### config.mk
export PLATFORM = sky130hd
export DESIGN_NAME = pidc_ctrl
export DESIGN_NICKNAME = d
export VERILOG_FILES = /design/src/pidc_pkg.sv /design/src/pidc_ctrl.sv
export SDC_FILE = /design/constraint.sdc
export NUM_CORES = 1
export LEC_CHECK = 0
export CAP_MARGIN = 0
export CORE_MARGIN = 2
export CORE_UTILIZATION = 40
export DETAILED_ROUTE_END_ITERATION = 8
export DONT_BUFFER_PORTS = 1
export GPL_ROUTABILITY_DRIVEN = 0
export HOLD_SLACK_MARGIN = 0.03
export PLACE_DENSITY = 0.5
export SYNTH_ARGS = -nofsm -noshare
export SYNTH_HDL_FRONTEND = slang
export SYNTH_SLANG_ARGS = --single-unit
### constraint.sdc
create_clock -name i_clk -period 2.02 [get_ports i_clk]
set_clock_uncertainty 0.15 [all_clocks]
set_input_delay 0.404 -clock i_clk [delete_from_list [all_inputs] [get_ports i_clk]]
set_output_delay 0.404 -clock i_clk [all_outputs]
set_load 0.005 [all_outputs]
### src/pidc_pkg.sv
// Shared types and constants for the clamped PID controller.
`default_nettype none

package pidc_pkg;

    // Fixed field widths and fixed-point scaling
    localparam int ELAPSED_W   = 16;
    localparam int GAIN_W      = 32;
    localparam int DRIVE_W     = 16;
    localparam int DRIVE_SHIFT = 14;
    localparam int DERIV_FRAC  = 20;
    localparam int CHUNK_W     = 32;
    localparam int TERM_W      = 62;
    localparam int SUM_W       = 64;
    localparam int CFG_IDX_W   = 2;

    localparam logic [63:0]               TERM_LIMIT = 64'h1000_0000_0000_0000;
    localparam logic signed [SUM_W-1:0]   ONE_UNITS  = 64'sd268435456;
    localparam logic signed [DRIVE_W-1:0] DRIVE_ONE  = 16'sd16384;

    // Configuration register indexes
    localparam logic [CFG_IDX_W-1:0] REG_GAIN_P = 2'd0;
    localparam logic [CFG_IDX_W-1:0] REG_GAIN_I = 2'd1;
    localparam logic [CFG_IDX_W-1:0] REG_GAIN_D = 2'd2;

    typedef enum logic [3:0] {
        S_IDLE,
        S_ERR,
        S_INC,
        S_INTEG,
        S_IMAG,
        S_MUL,
        S_ACC,
        S_TERM,
        S_DWAIT,
        S_OUT
    } t_state;

    typedef enum logic [1:0] {
        TERM_P,
        TERM_I,
        TERM_D
    } t_term;

    typedef struct packed {
        logic  load_in;
        logic  calc_err;
        logic  calc_inc;
        logic  calc_integ;
        logic  calc_imag;
        logic  mul;
        logic  acc_add;
        logic  acc_first;
        logic  term_add;
        logic  out_load;
        logic  out_zero;
        t_term term;
    } t_cmd;

    typedef struct packed {
        logic dt_zero;
        logic div_done;
        logic out_free;
    } t_sts;

endpackage

`default_nettype wire

### src/pidc_ctrl.sv
// Sequencer for the PID datapath: error, integral, divider launch, term products.
`default_nettype none

module pidc_ctrl
    import pidc_pkg::*;
#(
    parameter int CHUNKS = 2,
    parameter int CW     = 1
) (
    input  wire logic    i_clk,
    input  wire logic    i_rst_n,
    input  wire logic    i_in_valid,
    output logic         o_in_ready,
    input  wire t_sts    i_sts,
    output t_cmd         o_cmd,
    output logic [CW-1:0] o_chunk
);

    localparam logic [CW-1:0] LAST_CHUNK = CW'(CHUNKS - 1);

    t_state        r_state, n_state;
    t_term         r_term,  n_term;
    logic [CW-1:0] r_chunk, n_chunk;
    logic          r_zero,  n_zero;

    always_ff @(posedge i_clk) begin
        if (!i_rst_n) begin
            r_state <= S_IDLE;
            r_term  <= TERM_P;
            r_chunk <= '0;
            r_zero  <= 1'b0;
        end else begin
            r_state <= n_state;
            r_term  <= n_term;
            r_chunk <= n_chunk;
            r_zero  <= n_zero;
        end
    end

    always_comb begin
        n_state = r_state;
        n_term  = r_term;
        n_chunk = r_chunk;
        n_zero  = r_zero;
        case (r_state)
            S_IDLE: begin
                if (i_in_valid) begin
                    n_state = S_ERR;
                end
            end
            S_ERR: begin
                // zero elapsed time: emit zero, leave state alone
                if (i_sts.dt_zero) begin
                    n_zero  = 1'b1;
                    n_state = S_OUT;
                end else begin
                    n_zero  = 1'b0;
                    n_state = S_INC;
                end
            end
            S_INC:   n_state = S_INTEG;
            S_INTEG: n_state = S_IMAG;
            S_IMAG: begin
                n_state = S_MUL;
                n_term  = TERM_P;
                n_chunk = LAST_CHUNK;
            end
            S_MUL:   n_state = S_ACC;
            S_ACC: begin
                if (r_chunk == '0) begin
                    n_state = S_TERM;
                end else begin
                    n_chunk = r_chunk - 1'b1;
                    n_state = S_MUL;
                end
            end
            S_TERM: begin
                n_chunk = LAST_CHUNK;
                case (r_term)
                    TERM_P: begin
                        n_term  = TERM_I;
                        n_state = S_MUL;
                    end
                    TERM_I: begin
                        n_term  = TERM_D;
                        n_state = S_DWAIT;
                    end
                    default: n_state = S_OUT;
                endcase
            end
            S_DWAIT: begin
                if (i_sts.div_done) begin
                    n_state = S_MUL;
                end
            end
            S_OUT: begin
                if (i_sts.out_free) begin
                    n_state = S_IDLE;
                end
            end
            default: n_state = S_IDLE;
        endcase
    end

    always_comb begin
        o_cmd           = '0;
        o_cmd.term      = r_term;
        o_cmd.acc_first = (r_chunk == LAST_CHUNK);
        o_cmd.out_zero  = r_zero;
        o_in_ready      = 1'b0;
        case (r_state)
            S_IDLE: begin
                o_in_ready    = 1'b1;
                o_cmd.load_in = i_in_valid;
            end
            S_ERR:   o_cmd.calc_err   = 1'b1;
            S_INC:   o_cmd.calc_inc   = 1'b1;
            S_INTEG: o_cmd.calc_integ = 1'b1;
            S_IMAG:  o_cmd.calc_imag  = 1'b1;
            S_MUL:   o_cmd.mul        = 1'b1;
            S_ACC:   o_cmd.acc_add    = 1'b1;
            S_TERM:  o_cmd.term_add   = 1'b1;
            S_OUT:   o_cmd.out_load   = i_sts.out_free;
            default: o_in_ready       = 1'b0;
        endcase
    end

    assign o_chunk = r_chunk;

    a_deriv_after_div: assert property (@(posedge i_clk) disable iff (!i_rst_n)
        (r_state == S_MUL && r_term == TERM_D) |-> i_sts.div_done)
        else $error("derivative product started before the quotient was ready");

    a_acc_after_mul: assert property (@(posedge i_clk) disable iff (!i_rst_n)
        (r_state == S_ACC) |-> ($past(r_state) == S_MUL))
        else $error("accumulate without a fresh product");

    a_out_hold: assert property (@(posedge i_clk) disable iff (!i_rst_n)
        (r_state == S_OUT && !i_sts.out_free) |=> (r_state == S_OUT))
        else $error("result dropped while output register was full");

endmodule

`default_nettype wire

==> metrics.txt <==
worst setup path endpoint o_cmd[12]; Longest Clk Path Bufs 2; gr ovfl total 0; Syn Inst Count 73; initial antenna violation count 0; LEAKAGE 0.000202 uW; # fillers 149; first-pass GRT wire length 2230 um; status finished clean; RSZ-0062 raised after global routing false; TNS Setup 0 ns; core area 1350 um^2; max-cap violations 0; Residual DRC 0; clock sinks 8; r2r endpoint r_state[0]; top cell type's share of synthesized area 26.7%; CTS tree built; setup ws final 0.180 ns; Port Buffers 0; worst skew pair latency 0.25 ns; die area 1820 um^2; synthesized area per cell 8.21 um^2; Tmin final 1.84 ns; worst endpoint data arrival time 1.29 ns; synth top area cells dfxtp_1 (27%), nor2_1 (5.0%), nor4b_2 (5.0%); row cnt 13; HP Class input pin to register; Yosys warnings 0; Final #Nets 78; Place WS 0.322 ns; GR Util All Layers 16.3%; Worst Tran Pin Value 0.418 ns; fmax 544 MHz; fraction of registers with async set/reset 0%; Synth Register Bits 8; Initial Util 44.4%; DP Wirelength 961 um; synth unique cells 35; final total power 474 uW; sequential element share of the synthesized area 26.7%; Routed WL 1340 um; Cell Area, Synth 599 um^2; area of the multi-input gates 362 um^2; CP Launch Type register; Die Y 42.7 um; final core occ 44.2%; DR WL/cell 15.7 um; CTS buffer count 3; Max Slew Vio Count 0; period utilization 91.1%; Post-synth EDFFs 0; ANT cells 0; drt pass-1 iters 4; share of cells above drive strength 1 21.4%; crit path launch r_state[1]; root buffer cell clkbuf_4; CP Capture Type output pin; largest area contributor in the netlist dfxtp_1; # IOs 21; Die X 42.7 um; Reg-to-Reg Start r_state[1]; reg2reg path depth 4; PwrDens 795 nW/um^2; Worst VDD drop 0.328 mV; number of global-route vias before repair 481; Vias per Instance 5.94; worst reg2reg setup slack 0.40 ns; Clk pin slew, worst setup/hold paths 0.06 ns; Crit Path Class register to output pin; largest net degree at the start of global routing 16; slew margin rel. 72.1%; Iter 0 DRT Violations 16; Setup Fix Bufs, Post-CTS 0; Final Setup Violations 0; register area 164 um^2; Area growth syn-to-layout -0.418%; final hold vios 0; vias 505; Required @ worst endpoint 1.47 ns; number of H-tree levels 1; total nets after synthesis 79; post-cts sizing count 0; # hold bufs at CTS 0; Crit Path Max Fanout 11; Routed Antenna Nets 0; Primary FF master, synth dfxtp_1
-- critical path, stage by stage (launching register included) --
cell	delay [ns]
dfxtp_1	0.43
nor4_1	0.41
and2_1	0.20
-- stage by stage --
stage	area (um^2)	std cells	hold slack, ns
floorplan	599	73	0.312
global placement	571	82	0.364
detailed placement	571	82	0.373
CTS	593	85	0.155
global route	597	85	0.164
finish	597	85	0.160
-- report_power, final --
group	switching, uW	internal, uW
logic	72.2	59.3
clock network	54.8	68.0
registers	45.0	175
total	172	302
-- synth_stat cells (all sizes together), types with 3 or more instances --
cell	number
dfxtp	8
nor2	8
buf	7
inv	6
nor3	6
a21oi	4
nor4	4
nand2	3
nand2b	3
o21ai	3
-- placed cells by master (no fill, tap or decap), drive strengths merged, types with 3 or more instances in the layout --
cell type | netlist | final
a21oi | 4 | 4
clkbuf | 0 | 3
dfxtp | 8 | 8
inv | 6 | 6
nand2 | 3 | 3
nand2b | 3 | 3
nor2 | 8 | 8
nor3 | 6 | 6
nor4 | 4 | 4
o21ai | 3 | 3
-- layout make-up --
cell class,instances,area share [%]
multi-input combinational,52,60.6
sequential,8,27.5
clock buffer,3,3.77
inverter,6,3.77
tap,15,3.14
timing repair buffer,1,1.26
-- per-layer routing --
layer | up-vias | global-route usage, % | share of wire, %
met4 | 0 | 7.50 | 0.90
met2 | 19 | 22.1 | 46
met5 | - | 0 | 0
met1 | 229 | 22.7 | 46
li1 | 255 | - | -
met3 | 2 | 5.53 | 6.4
-- worst min path at each step --
| stage | from | to | cells past startpoint |
|---|---|---|---|
| 2_1_floorplan | r_zero | r_zero | 2 |
| 3_3_place_gp | r_zero | r_zero | 2 |
| 3_5_place_dp | r_zero | r_zero | 2 |
| 4_1_cts | i_sts[2] | r_zero | 2 |
| 5_1_grt | i_rst_n | r_state[2] | 1 |
| 6_report | i_sts[2] | r_zero | 2 |
-- cell families after synthesis --
group	Yosys count	synth area share (%)
AO/OA/AOI/OAI	16	18.8
buffers and inverters	13	12.9
flip-flops	8	26.7
multiplexers	2	3.34
AND/OR/NAND/NOR	34	38.2
-- flip-flops by register name, summed over array words and instances, names as in the netlist --
register,flops
o_chunk,1
r_zero,1
r_term,2
r_state,4
Note: power is estimated with default switching activity, not from simulation.
