`config.mk`:
```
export PLATFORM = sky130hd
export DESIGN_NAME = pidc_datapath
export DESIGN_NICKNAME = d
export VERILOG_FILES = /design/src/pidc_pkg.sv /design/src/pidc_divider.sv /design/src/pidc_datapath.sv
export SDC_FILE = /design/constraint.sdc
export NUM_CORES = 2
export LEC_CHECK = 0
export BUFFER_PORTS_ARGS = -buffer_cell sky130_fd_sc_hd__buf_2
export CAP_MARGIN = 15
export CORE_UTILIZATION = 43
export CTS_BUF_LIST = sky130_fd_sc_hd__clkbuf_4
export CTS_CLUSTER_SIZE = 28
export DETAILED_ROUTE_END_ITERATION = 7
export PLACE_DENSITY_LB_ADDON = 0.05
export SETUP_SLACK_MARGIN = 0.5
export SLEW_MARGIN = 15
export SYNTH_ARGS = -nofsm -noshare
export SYNTH_HDL_FRONTEND = slang
export SYNTH_HIERARCHICAL = 1
export SYNTH_SLANG_ARGS = --single-unit
```
`constraint.sdc`:
```
create_clock -name i_clk -period 14.05 [get_ports i_clk]
set_input_delay 3.5125 -clock i_clk [delete_from_list [all_inputs] [get_ports i_clk]]
set_output_delay 3.5125 -clock i_clk [all_outputs]
set_load 0.1 [all_outputs]
```
`src/pidc_pkg.sv`:
```
// Shared types and constants for the clamped PID controller.
`default_nettype none

package pidc_pkg;

    // Fixed field widths and fixed-point scaling
    localparam int ELAPSED_W   = 16;
    localparam int GAIN_W      = 32;
    localparam int DRIVE_W     = 16;
    localparam int DRIVE_SHIFT = 14;
    localparam int DERIV_FRAC  = 20;
    localparam int CHUNK_W     = 32;
    localparam int TERM_W      = 62;
    localparam int SUM_W       = 64;
    localparam int CFG_IDX_W   = 2;

    localparam logic [63:0]               TERM_LIMIT = 64'h1000_0000_0000_0000;
    localparam logic signed [SUM_W-1:0]   ONE_UNITS  = 64'sd268435456;
    localparam logic signed [DRIVE_W-1:0] DRIVE_ONE  = 16'sd16384;

    // Configuration register indexes
    localparam logic [CFG_IDX_W-1:0] REG_GAIN_P = 2'd0;
    localparam logic [CFG_IDX_W-1:0] REG_GAIN_I = 2'd1;
    localparam logic [CFG_IDX_W-1:0] REG_GAIN_D = 2'd2;

    typedef enum logic [3:0] {
        S_IDLE,
        S_ERR,
        S_INC,
        S_INTEG,
        S_IMAG,
        S_MUL,
        S_ACC,
        S_TERM,
        S_DWAIT,
        S_OUT
    } t_state;

    typedef enum logic [1:0] {
        TERM_P,
        TERM_I,
        TERM_D
    } t_term;

    typedef struct packed {
        logic  load_in;
        logic  calc_err;
        logic  calc_inc;
        logic  calc_integ;
        logic  calc_imag;
        logic  mul;
        logic  acc_add;
        logic  acc_first;
        logic  term_add;
        logic  out_load;
        logic  out_zero;
        t_term term;
    } t_cmd;

    typedef struct packed {
        logic dt_zero;
        logic div_done;
        logic out_free;
    } t_sts;

endpackage

`default_nettype wire

```
`src/pidc_divider.sv`:
```
// Restoring serial divider, one quotient bit per cycle, 16-bit divisor.
`default_nettype none

module pidc_divider
    import pidc_pkg::*;
#(
    parameter int NUM_W = 38
) (
    input  wire logic                 i_clk,
    input  wire logic                 i_rst_n,
    input  wire logic                 i_start,
    input  wire logic [NUM_W-1:0]     i_numer,
    input  wire logic [ELAPSED_W-1:0] i_denom,
    output logic                      o_done,
    output logic [NUM_W-1:0]          o_quot
);

    localparam int CNT_W = $clog2(NUM_W + 1);

    logic                 r_busy;
    logic                 r_done;
    logic [CNT_W-1:0]     r_cnt;
    logic [ELAPSED_W-1:0] r_rem;
    logic [ELAPSED_W-1:0] r_den;
    logic [NUM_W-1:0]     r_quo;

    logic [ELAPSED_W:0]   rem_sh;
    logic                 q_bit;
    logic [ELAPSED_W:0]   rem_sub;
    logic [ELAPSED_W-1:0] n_rem;

    assign rem_sh  = {r_rem, r_quo[NUM_W-1]};
    assign q_bit   = (rem_sh >= {1'b0, r_den});
    assign rem_sub = rem_sh - {1'b0, r_den};
    // remainder stays below the divisor, so it fits in 16 bits
    assign n_rem   = q_bit ? rem_sub[ELAPSED_W-1:0] : rem_sh[ELAPSED_W-1:0];

    always_ff @(posedge i_clk) begin
        if (!i_rst_n) begin
            r_busy <= 1'b0;
            r_done <= 1'b0;
            r_cnt  <= '0;
        end else if (i_start) begin
            r_busy <= 1'b1;
            r_done <= 1'b0;
            r_cnt  <= CNT_W'(NUM_W);
        end else if (r_busy) begin
            r_cnt <= r_cnt - 1'b1;
            if (r_cnt == CNT_W'(1)) begin
                r_busy <= 1'b0;
                r_done <= 1'b1;
            end
        end
    end

    always_ff @(posedge i_clk) begin
        if (i_start) begin
            r_quo <= i_numer;
            r_rem <= '0;
            r_den <= i_denom;
        end else if (r_busy) begin
            // shift dividend bits out the top, quotient bits in the bottom
            r_quo <= {r_quo[NUM_W-2:0], q_bit};
            r_rem <= n_rem;
        end
    end

    assign o_done = r_done;
    assign o_quot = r_quo;

endmodule

`default_nettype wire

```
`src/pidc_datapath.sv`:
```
// PID datapath: gains, error, saturating integral, shared multiplier, clamp, output register.
`default_nettype none

module pidc_datapath
    import pidc_pkg::*;
#(
    parameter int SAMPLE_WIDTH   = 16,
    parameter int INTEGRAL_WIDTH = 48,
    parameter int CHUNKS         = 2,
    parameter int CW             = 1
) (
    input  wire logic                    i_clk,
    input  wire logic                    i_rst_n,
    input  wire logic                    i_cfg_wr_en,
    input  wire logic [CFG_IDX_W-1:0]    i_cfg_index,
    input  wire logic [GAIN_W-1:0]       i_cfg_data,
    input  wire logic [SAMPLE_WIDTH-1:0] i_measured_value,
    input  wire logic [SAMPLE_WIDTH-1:0] i_target_value,
    input  wire logic [ELAPSED_W-1:0]    i_elapsed_us,
    input  wire t_cmd                    i_cmd,
    input  wire logic [CW-1:0]           i_chunk,
    output t_sts                         o_sts,
    output logic                         o_out_valid,
    input  wire logic                    i_out_ready,
    output logic [DRIVE_W-1:0]           o_drive_value,
    output logic                         o_was_clamped
);

    localparam int ERR_W  = SAMPLE_WIDTH + 1;
    localparam int DIFF_W = SAMPLE_WIDTH + 2;
    localparam int NUM_W  = DIFF_W + DERIV_FRAC;
    localparam int INC_W  = ERR_W + ELAPSED_W + 1;
    localparam int IW     = INTEGRAL_WIDTH;
    localparam int ISUM_W = ((IW > INC_W) ? IW : INC_W) + 1;
    localparam int MAG_W  = CHUNKS * CHUNK_W;
    localparam int ACC_W  = MAG_W + CHUNK_W;

    localparam logic signed [IW-1:0] I_MAX = {1'b0, {(IW-1){1'b1}}};
    localparam logic signed [IW-1:0] I_MIN = {1'b1, {(IW-1){1'b0}}};

    // configuration, kept as magnitude and sign
    logic [GAIN_W-1:0] r_kp_mag, r_ki_mag, r_kd_mag;
    logic              r_kp_neg, r_ki_neg, r_kd_neg;
    logic [GAIN_W-1:0] cfg_mag;

    // captured sample
    logic signed [SAMPLE_WIDTH-1:0] r_meas, r_targ;
    logic [ELAPSED_W-1:0]           r_dt;

    // controller state
    logic signed [IW-1:0]    r_integ;
    logic signed [ERR_W-1:0] r_prev;

    // per-sample work registers
    logic signed [ERR_W-1:0] r_err;
    logic [ERR_W-1:0]        r_err_mag;
    logic [DIFF_W-1:0]       r_diff_mag;
    logic                    r_diff_neg;
    logic signed [INC_W-1:0] r_inc;
    logic [IW-1:0]           r_integ_mag;
    logic                    r_integ_neg;
    logic [2*CHUNK_W-1:0]    r_prod;
    logic [ACC_W-1:0]        r_acc;
    logic signed [SUM_W-1:0] r_sum;

    logic                     r_out_valid;
    logic signed [DRIVE_W-1:0] r_drive;
    logic                     r_clamped;

    logic signed [ERR_W-1:0]  n_err;
    logic signed [DIFF_W-1:0] n_diff;
    logic signed [INC_W-1:0]  n_inc;
    logic signed [ISUM_W-1:0] n_isum;
    logic signed [IW-1:0]     n_integ;
    logic [MAG_W-1:0]         b_wide;
    logic [CHUNK_W-1:0]       b_chunk;
    logic [GAIN_W-1:0]        a_gain;
    logic [ACC_W-1:0]         n_acc;
    logic [ACC_W-1:0]         acc_sh;
    logic [TERM_W-1:0]        term_mag;
    logic                     term_neg;
    logic signed [TERM_W-1:0] term_val;
    logic signed [SUM_W-1:0]  n_sum;
    logic                     out_free;
    logic                     div_done;
    logic [NUM_W-1:0]         div_quot;

    assign cfg_mag = i_cfg_data[GAIN_W-1] ? (GAIN_W'(0) - i_cfg_data) : i_cfg_data;

    always_ff @(posedge i_clk) begin
        if (!i_rst_n) begin
            r_kp_mag <= '0;
            r_ki_mag <= '0;
            r_kd_mag <= '0;
            r_kp_neg <= 1'b0;
            r_ki_neg <= 1'b0;
            r_kd_neg <= 1'b0;
        end else if (i_cfg_wr_en) begin
            case (i_cfg_index)
                REG_GAIN_P: begin
                    r_kp_mag <= cfg_mag;
                    r_kp_neg <= i_cfg_data[GAIN_W-1];
                end
                REG_GAIN_I: begin
                    r_ki_mag <= cfg_mag;
                    r_ki_neg <= i_cfg_data[GAIN_W-1];
                end
                REG_GAIN_D: begin
                    r_kd_mag <= cfg_mag;
                    r_kd_neg <= i_cfg_data[GAIN_W-1];
                end
                default: begin
                    r_kp_mag <= r_kp_mag;
                end
            endcase
        end
    end

    // error and first difference
    assign n_err  = ERR_W'(r_targ) - ERR_W'(r_meas);
    assign n_diff = DIFF_W'(n_err) - DIFF_W'(r_prev);
    assign n_inc  = INC_W'(r_err) * INC_W'($signed({1'b0, r_dt}));

    // saturating integral update
    assign n_isum = ISUM_W'(r_integ) + ISUM_W'(r_inc);
    always_comb begin
        if (n_isum > ISUM_W'(I_MAX)) begin
            n_integ = I_MAX;
        end else if (n_isum < ISUM_W'(I_MIN)) begin
            n_integ = I_MIN;
        end else begin
            n_integ = IW'(n_isum);
        end
    end

    always_ff @(posedge i_clk) begin
        if (!i_rst_n) begin
            r_integ <= '0;
            r_prev  <= '0;
        end else begin
            if (i_cmd.calc_inc) begin
                r_prev <= r_err;
            end
            if (i_cmd.calc_integ) begin
                r_integ <= n_integ;
            end
        end
    end

    always_ff @(posedge i_clk) begin
        if (i_cmd.load_in) begin
            r_meas <= i_measured_value;
            r_targ <= i_target_value;
            r_dt   <= i_elapsed_us;
        end
        if (i_cmd.calc_err) begin
            r_err      <= n_err;
            r_err_mag  <= n_err[ERR_W-1] ? (ERR_W'(0) - n_err) : n_err;
            r_diff_mag <= n_diff[DIFF_W-1] ? (DIFF_W'(0) - n_diff) : n_diff;
            r_diff_neg <= n_diff[DIFF_W-1];
        end
        if (i_cmd.calc_inc) begin
            r_inc <= n_inc;
        end
        if (i_cmd.calc_imag) begin
            r_integ_mag <= r_integ[IW-1] ? (IW'(0) - r_integ) : r_integ;
            r_integ_neg <= r_integ[IW-1];
        end
        if (i_cmd.mul) begin
            r_prod <= a_gain * b_chunk;
        end
        if (i_cmd.acc_add) begin
            r_acc <= n_acc;
        end
        if (i_cmd.term_add) begin
            r_sum <= n_sum;
        end
    end

    pidc_divider #(
        .NUM_W (NUM_W)
    ) u_div (
        .i_clk   (i_clk),
        .i_rst_n (i_rst_n),
        .i_start (i_cmd.calc_inc),
        .i_numer ({r_diff_mag, {DERIV_FRAC{1'b0}}}),
        .i_denom (r_dt),
        .o_done  (div_done),
        .o_quot  (div_quot)
    );

    // operand select for the shared multiplier, most significant chunk first
    always_comb begin
        case (i_cmd.term)
            TERM_P: begin
                a_gain   = r_kp_mag;
                b_wide   = MAG_W'(r_err_mag);
                term_neg = r_kp_neg ^ r_err[ERR_W-1];
            end
            TERM_I: begin
                a_gain   = r_ki_mag;
                b_wide   = MAG_W'(r_integ_mag);
                term_neg = r_ki_neg ^ r_integ_neg;
            end
            TERM_D: begin
                a_gain   = r_kd_mag;
                b_wide   = MAG_W'(div_quot);
                term_neg = r_kd_neg ^ r_diff_neg;
            end
            default: begin
                a_gain   = '0;
                b_wide   = '0;
                term_neg = 1'b0;
            end
        endcase
    end

    assign b_chunk = b_wide[i_chunk*CHUNK_W +: CHUNK_W];
    assign n_acc   = (i_cmd.acc_first ? ACC_W'(0) : (r_acc << CHUNK_W)) + ACC_W'(r_prod);

    // derivative product carries an extra 2^-20 scale
    assign acc_sh   = (i_cmd.term == TERM_D) ? (r_acc >> DERIV_FRAC) : r_acc;
    assign term_mag = (acc_sh > ACC_W'(TERM_LIMIT)) ? TERM_W'(TERM_LIMIT) : TERM_W'(acc_sh);
    assign term_val = term_neg ? (TERM_W'(0) - $signed(term_mag)) : $signed(term_mag);
    assign n_sum    = ((i_cmd.term == TERM_P) ? SUM_W'(0) : r_sum) + SUM_W'(term_val);

    // output register
    assign out_free = !r_out_valid || i_out_ready;

    always_ff @(posedge i_clk) begin
        if (!i_rst_n) begin
            r_out_valid <= 1'b0;
        end else if (i_cmd.out_load) begin
            r_out_valid <= 1'b1;
        end else if (i_out_ready) begin
            r_out_valid <= 1'b0;
        end
    end

    always_ff @(posedge i_clk) begin
        if (i_cmd.out_load) begin
            if (i_cmd.out_zero) begin
                r_drive   <= '0;
                r_clamped <= 1'b0;
            end else if (r_sum > ONE_UNITS) begin
                r_drive   <= DRIVE_ONE;
                r_clamped <= 1'b1;
            end else if (r_sum < -ONE_UNITS) begin
                r_drive   <= -DRIVE_ONE;
                r_clamped <= 1'b1;
            end else begin
                // floor of the sum at Q2.14
                r_drive   <= r_sum[DRIVE_SHIFT+DRIVE_W-1:DRIVE_SHIFT];
                r_clamped <= 1'b0;
            end
        end
    end

    assign o_sts.dt_zero  = (r_dt == '0);
    assign o_sts.div_done = div_done;
    assign o_sts.out_free = out_free;

    assign o_out_valid   = r_out_valid;
    assign o_drive_value = r_drive;
    assign o_was_clamped = r_clamped;

    a_drive_range: assert property (@(posedge i_clk) disable iff (!i_rst_n)
        r_out_valid |-> (r_drive <= DRIVE_ONE && r_drive >= -DRIVE_ONE))
        else $error("drive outside the clamp range");

    a_clamp_rail: assert property (@(posedge i_clk) disable iff (!i_rst_n)
        (r_out_valid && r_clamped) |-> (r_drive == DRIVE_ONE || r_drive == -DRIVE_ONE))
        else $error("clamp flag set off the rail");

    a_zero_out: assert property (@(posedge i_clk) disable iff (!i_rst_n)
        (i_cmd.out_load && i_cmd.out_zero) |=> (r_drive == '0 && !r_clamped))
        else $error("zero elapsed time gave a nonzero drive");

endmodule

`default_nettype wire

```
==> parameters.txt <==
Parameter                              Value

Placed design
  HPWL after detailed placement    230000 um
  Placed instance area    87800 um2
  Port-buffer cells    120
  Routability Congestion    1.01
  Placement Setup Slack    604 ps

STA
  Final Slew Violations    0
  Transition time at the pin with the least slew margin    1240 ps
  Max-Slew Margin vs Limit    17.5%
  Largest clock skew in the final design    95.3 ps
  RSZ-0062 raised after global routing    no
  Crit path time final    12390 ps
  Setup violations, final    0
  Max Fclk    0.0807 GHz
  Hold slack    403 ps
  Ratio of final minimum period to clock period    88.2%
  Setup tns final    0 ps
  Fin. Hold Viols    0
  Worst-case setup margin in the final layout    1660 ps

Floorplanning
  Core box area    193000 um2
  Row count    161
  Die H    443 um
  Number of I/O pins    121
  Initial standard-cell utilization of the core    43.4%
  Die area    196000 um2
  Horizontal die dimension    443 um

Detailed routing
  Post-route ant nets    0
  Routed wire length    289000 um
  DRC marker count from the first detailed-route iteration    5362
  Drt wl/cell    24.1 um
  Number of search-and-repair iterations in the first detailed-routing pass    8
  Vias after detailed routing    66000
  Total DRC errors in the routed layout    0
  Routed via count divided by cell count    5.50

Synth
  Synth async-reset ratio    0%
  Count of cell types in the netlist    110
  Top FF cell, synth    sky130_fd_sc_hd__edfxtp_1
  Avg Synthesized Cell Area    9.13 um2
  Mapped Cells    9164
  Number of flops mapped to enable cells by yosys    478
  Netlist area before placement    83700 um2
  Sequential cell area fraction in the yosys report    21.7%
  Flop and latch count out of synthesis    667
  Synth warnings    6

Setup path
  Crit path capture type    flip-flop
  Worst-path cell with the longest stage delay    sky130_fd_sc_hd__fa_1
  Startpoint of the lowest-slack register-to-register path    r_err_mag[4]
  Worst setup path category    in2reg
  Capture instance of the worst register-to-register path    r_prod[62]
  Biggest fanout along the worst timing path    20
  Category of cells accounting for the largest share of critical-path delay    adder cells
  Startpoint type of the worst setup path    primary input
  Dominant cell type by count on the critical path    sky130_fd_sc_hd__fa_1
  Largest stage delay on the critical path    710 ps
  Crit path buffers/inverters    7
  Worst Reg2Reg Path Length in Cells    27
  FF-to-FF setup slack    4200 ps
  Arrival time at the worst endpoint    13310 ps
  Data required time of the worst path    14970 ps

CTS
  Number of H-tree branching levels    4
  Clock tree sinks    667
  TritonCTS buffer count    193
  Latest clock arrival within the worst-skew pair    1240 ps
  Post-CTS Setup Inserts    0
  Clock transition at the registers of the reported paths    70 ps
  Maximum count of clock buffers along a single path    3
  Number of instances resized during post-cts repair    0
  Master cell of the clock root buffer    sky130_fd_sc_hd__clkbuf_4
  TritonCTS clock tree    yes
  Hold-fix buffers at CTS    0

Final layout
  Net total in the final layout    11100
  Commonest cells after routing, fill and taps aside    sky130_fd_sc_hd__inv_1, sky130_fd_sc_hd__fa_1, sky130_fd_sc_hd__nor2_1
  Synthesis-to-finish area growth    8.27%
  Share of cells above drive strength 1    8.99%
  Fillers    19000
  Fin area    90600 um2
  Most common cell after layout, fill and taps aside    sky130_fd_sc_hd__inv_1

Worst hold path
  Worst hold path endpoint    r_acc[1]
  Class of the tightest hold or removal check    reg2reg
  Worst hold start    r_prod[1]
  Worst hold stages    0

Power
  Flop pwr share    18.5%
  Cell-internal power    10.0 mW
  Total power divided by cell area    228 nW/um2
  Clock share of power    9.8%
  NetSw    10.6 mW
  Leakage Power    41.4 nW
  Switching Share    51.4%
  Portion of total power attributed to combinational logic    71.6%
  VDD IR-drop max    1.87 mV
  Overall power of the completed layout    20.6 mW

Global route
  Overall Global Routing Usage    29.6%
  Gr ovfl total    0
  Maximum number of pins on one net before global-route repair    84
  Global-route wire length before repair    433000 um
  Initial antenna violation count    34
  Number of global-route vias before repair    67000

Run
  Max-capacitance violation count    0

Status
  Outcome    finished, final reports clean
==> metal layers <==
| metal | wire length (um) | GRT usage, % |
|---|---|---|
| met4 | 11900 | 10.8 |
| met2 | 130000 | 46.7 |
| met1 | 125000 | 40.5 |
| met5 | 33 | 0 |
| met3 | 20800 | 5.23 |
==> registers in the layout, summed over array words and instances (netlist names), 17 cells and up <==
signal,flops
r_acc,96
r_diff_mag,18
r_err,17
r_inc,34
r_integ,48
r_integ_mag,48
r_kd_mag,32
r_ki_mag,32
r_kp_mag,32
r_prev,17
r_prod,64
r_sum,64
u_div/o_quot,38
==> worst register-to-register path, delay by kind of cell, from the launching register on <==
kind	cells	cell delay (ps)
AOI/OAI and AO/OA	12	3810
xor gates and xnor gates	1	150
adders and majority gates	9	4450
buffers and inverters	3	460
DFF	1	450
muxes	1	190
and+or+nand+nor	1	80
==> cell usage after synthesis, types with 76 or more instances <==
library cell / count / area [um2]
sky130_fd_sc_hd__a211oi_1: 112 / 841
sky130_fd_sc_hd__and2_1: 149 / 932
sky130_fd_sc_hd__inv_1: 1392 / 5230
sky130_fd_sc_hd__mux2i_1: 134 / 1340
sky130_fd_sc_hd__fa_1: 1181 / 23600
sky130_fd_sc_hd__dfxtp_1: 189 / 3780
sky130_fd_sc_hd__nor2_1: 997 / 3740
sky130_fd_sc_hd__nand2_1: 955 / 3580
sky130_fd_sc_hd__nor3_1: 101 / 505
sky130_fd_sc_hd__xnor2_1: 285 / 2500
sky130_fd_sc_hd__a21oi_1: 439 / 2200
sky130_fd_sc_hd__clkbuf_1: 386 / 1450
sky130_fd_sc_hd__nand3_1: 76 / 380
sky130_fd_sc_hd__xor2_1: 121 / 1060
sky130_fd_sc_hd__o21ai_0: 320 / 1600
sky130_fd_sc_hd__o21a_1: 79 / 593
sky130_fd_sc_hd__a21o_1: 159 / 1190
sky130_fd_sc_hd__edfxtp_1: 478 / 14400
sky130_fd_sc_hd__nor2b_1: 164 / 1030
sky130_fd_sc_hd__ha_1: 549 / 6870
==> cell families (layout without fill, tap and decap cells) <==
logic type / count (synthesis) / count (layout) / share of synthesized area, %
mux: 195 / 195 / 2.42
fa+ha+maj: 1752 / 1752 / 36.7
compound gates: 1479 / 1479 / 11.3
other cells: 1 / 37 / 0.00448
simple gates: 2827 / 2827 / 15.3
buf+inv: 1837 / 2096 / 8.34
flops: 667 / 667 / 21.7
xor+xnor: 406 / 406 / 4.25
==> power groups by stage <==
stage	Sequential [mW]	Combinational, mW	Clock (mW)
after global routing	3.84	16.6	2.20
after detailed placement	3.85	14.9	0
after CTS	3.81	15.0	2.11
final	3.82	14.8	2.03
after floorplan	3.46	10.2	0
after global placement	3.85	14.8	0
==> per-stage QoR <==
stage / std cells / utilization, %
after detailed placement: 11600 / 45.5
after global routing: 12000 / 46.9
after CTS: 12000 / 46.9
after floorplan: 9183 / -
after global placement: 11600 / 45.5
final: 12000 / 46.9
==> how the worst max path moves through the flow <==
stage              from          to  cells past startpoint  slack (ps)
4_1_cts        i_cmd[0]  r_prod[63]                     33        1920
3_5_place_dp   i_cmd[0]  r_prod[63]                     33         600
3_3_place_gp   i_cmd[0]  r_prod[62]                     26         600
2_1_floorplan  i_cmd[0]  r_prod[62]                     36        1440
5_1_grt        i_cmd[0]  r_prod[62]                     32        1330
6_report       i_cmd[0]  r_prod[62]                     29        1660
==> cell type report <==
type                            count  area (um2)  area share, %
Antenna cell                       17        42.5         0.0470
Sequential cell                   667       18100           20.0
Clock inverter                     70         548          0.605
Tap cell                         2526        3160           3.49
Inverter                         1395        5240           5.78
Multi-Input combinational cell   6679       58900           65.0
Clock buffer                      289        2170           2.40
Timing Repair Buffer              342        2390           2.64
Power figures use the tool's default switching activity.
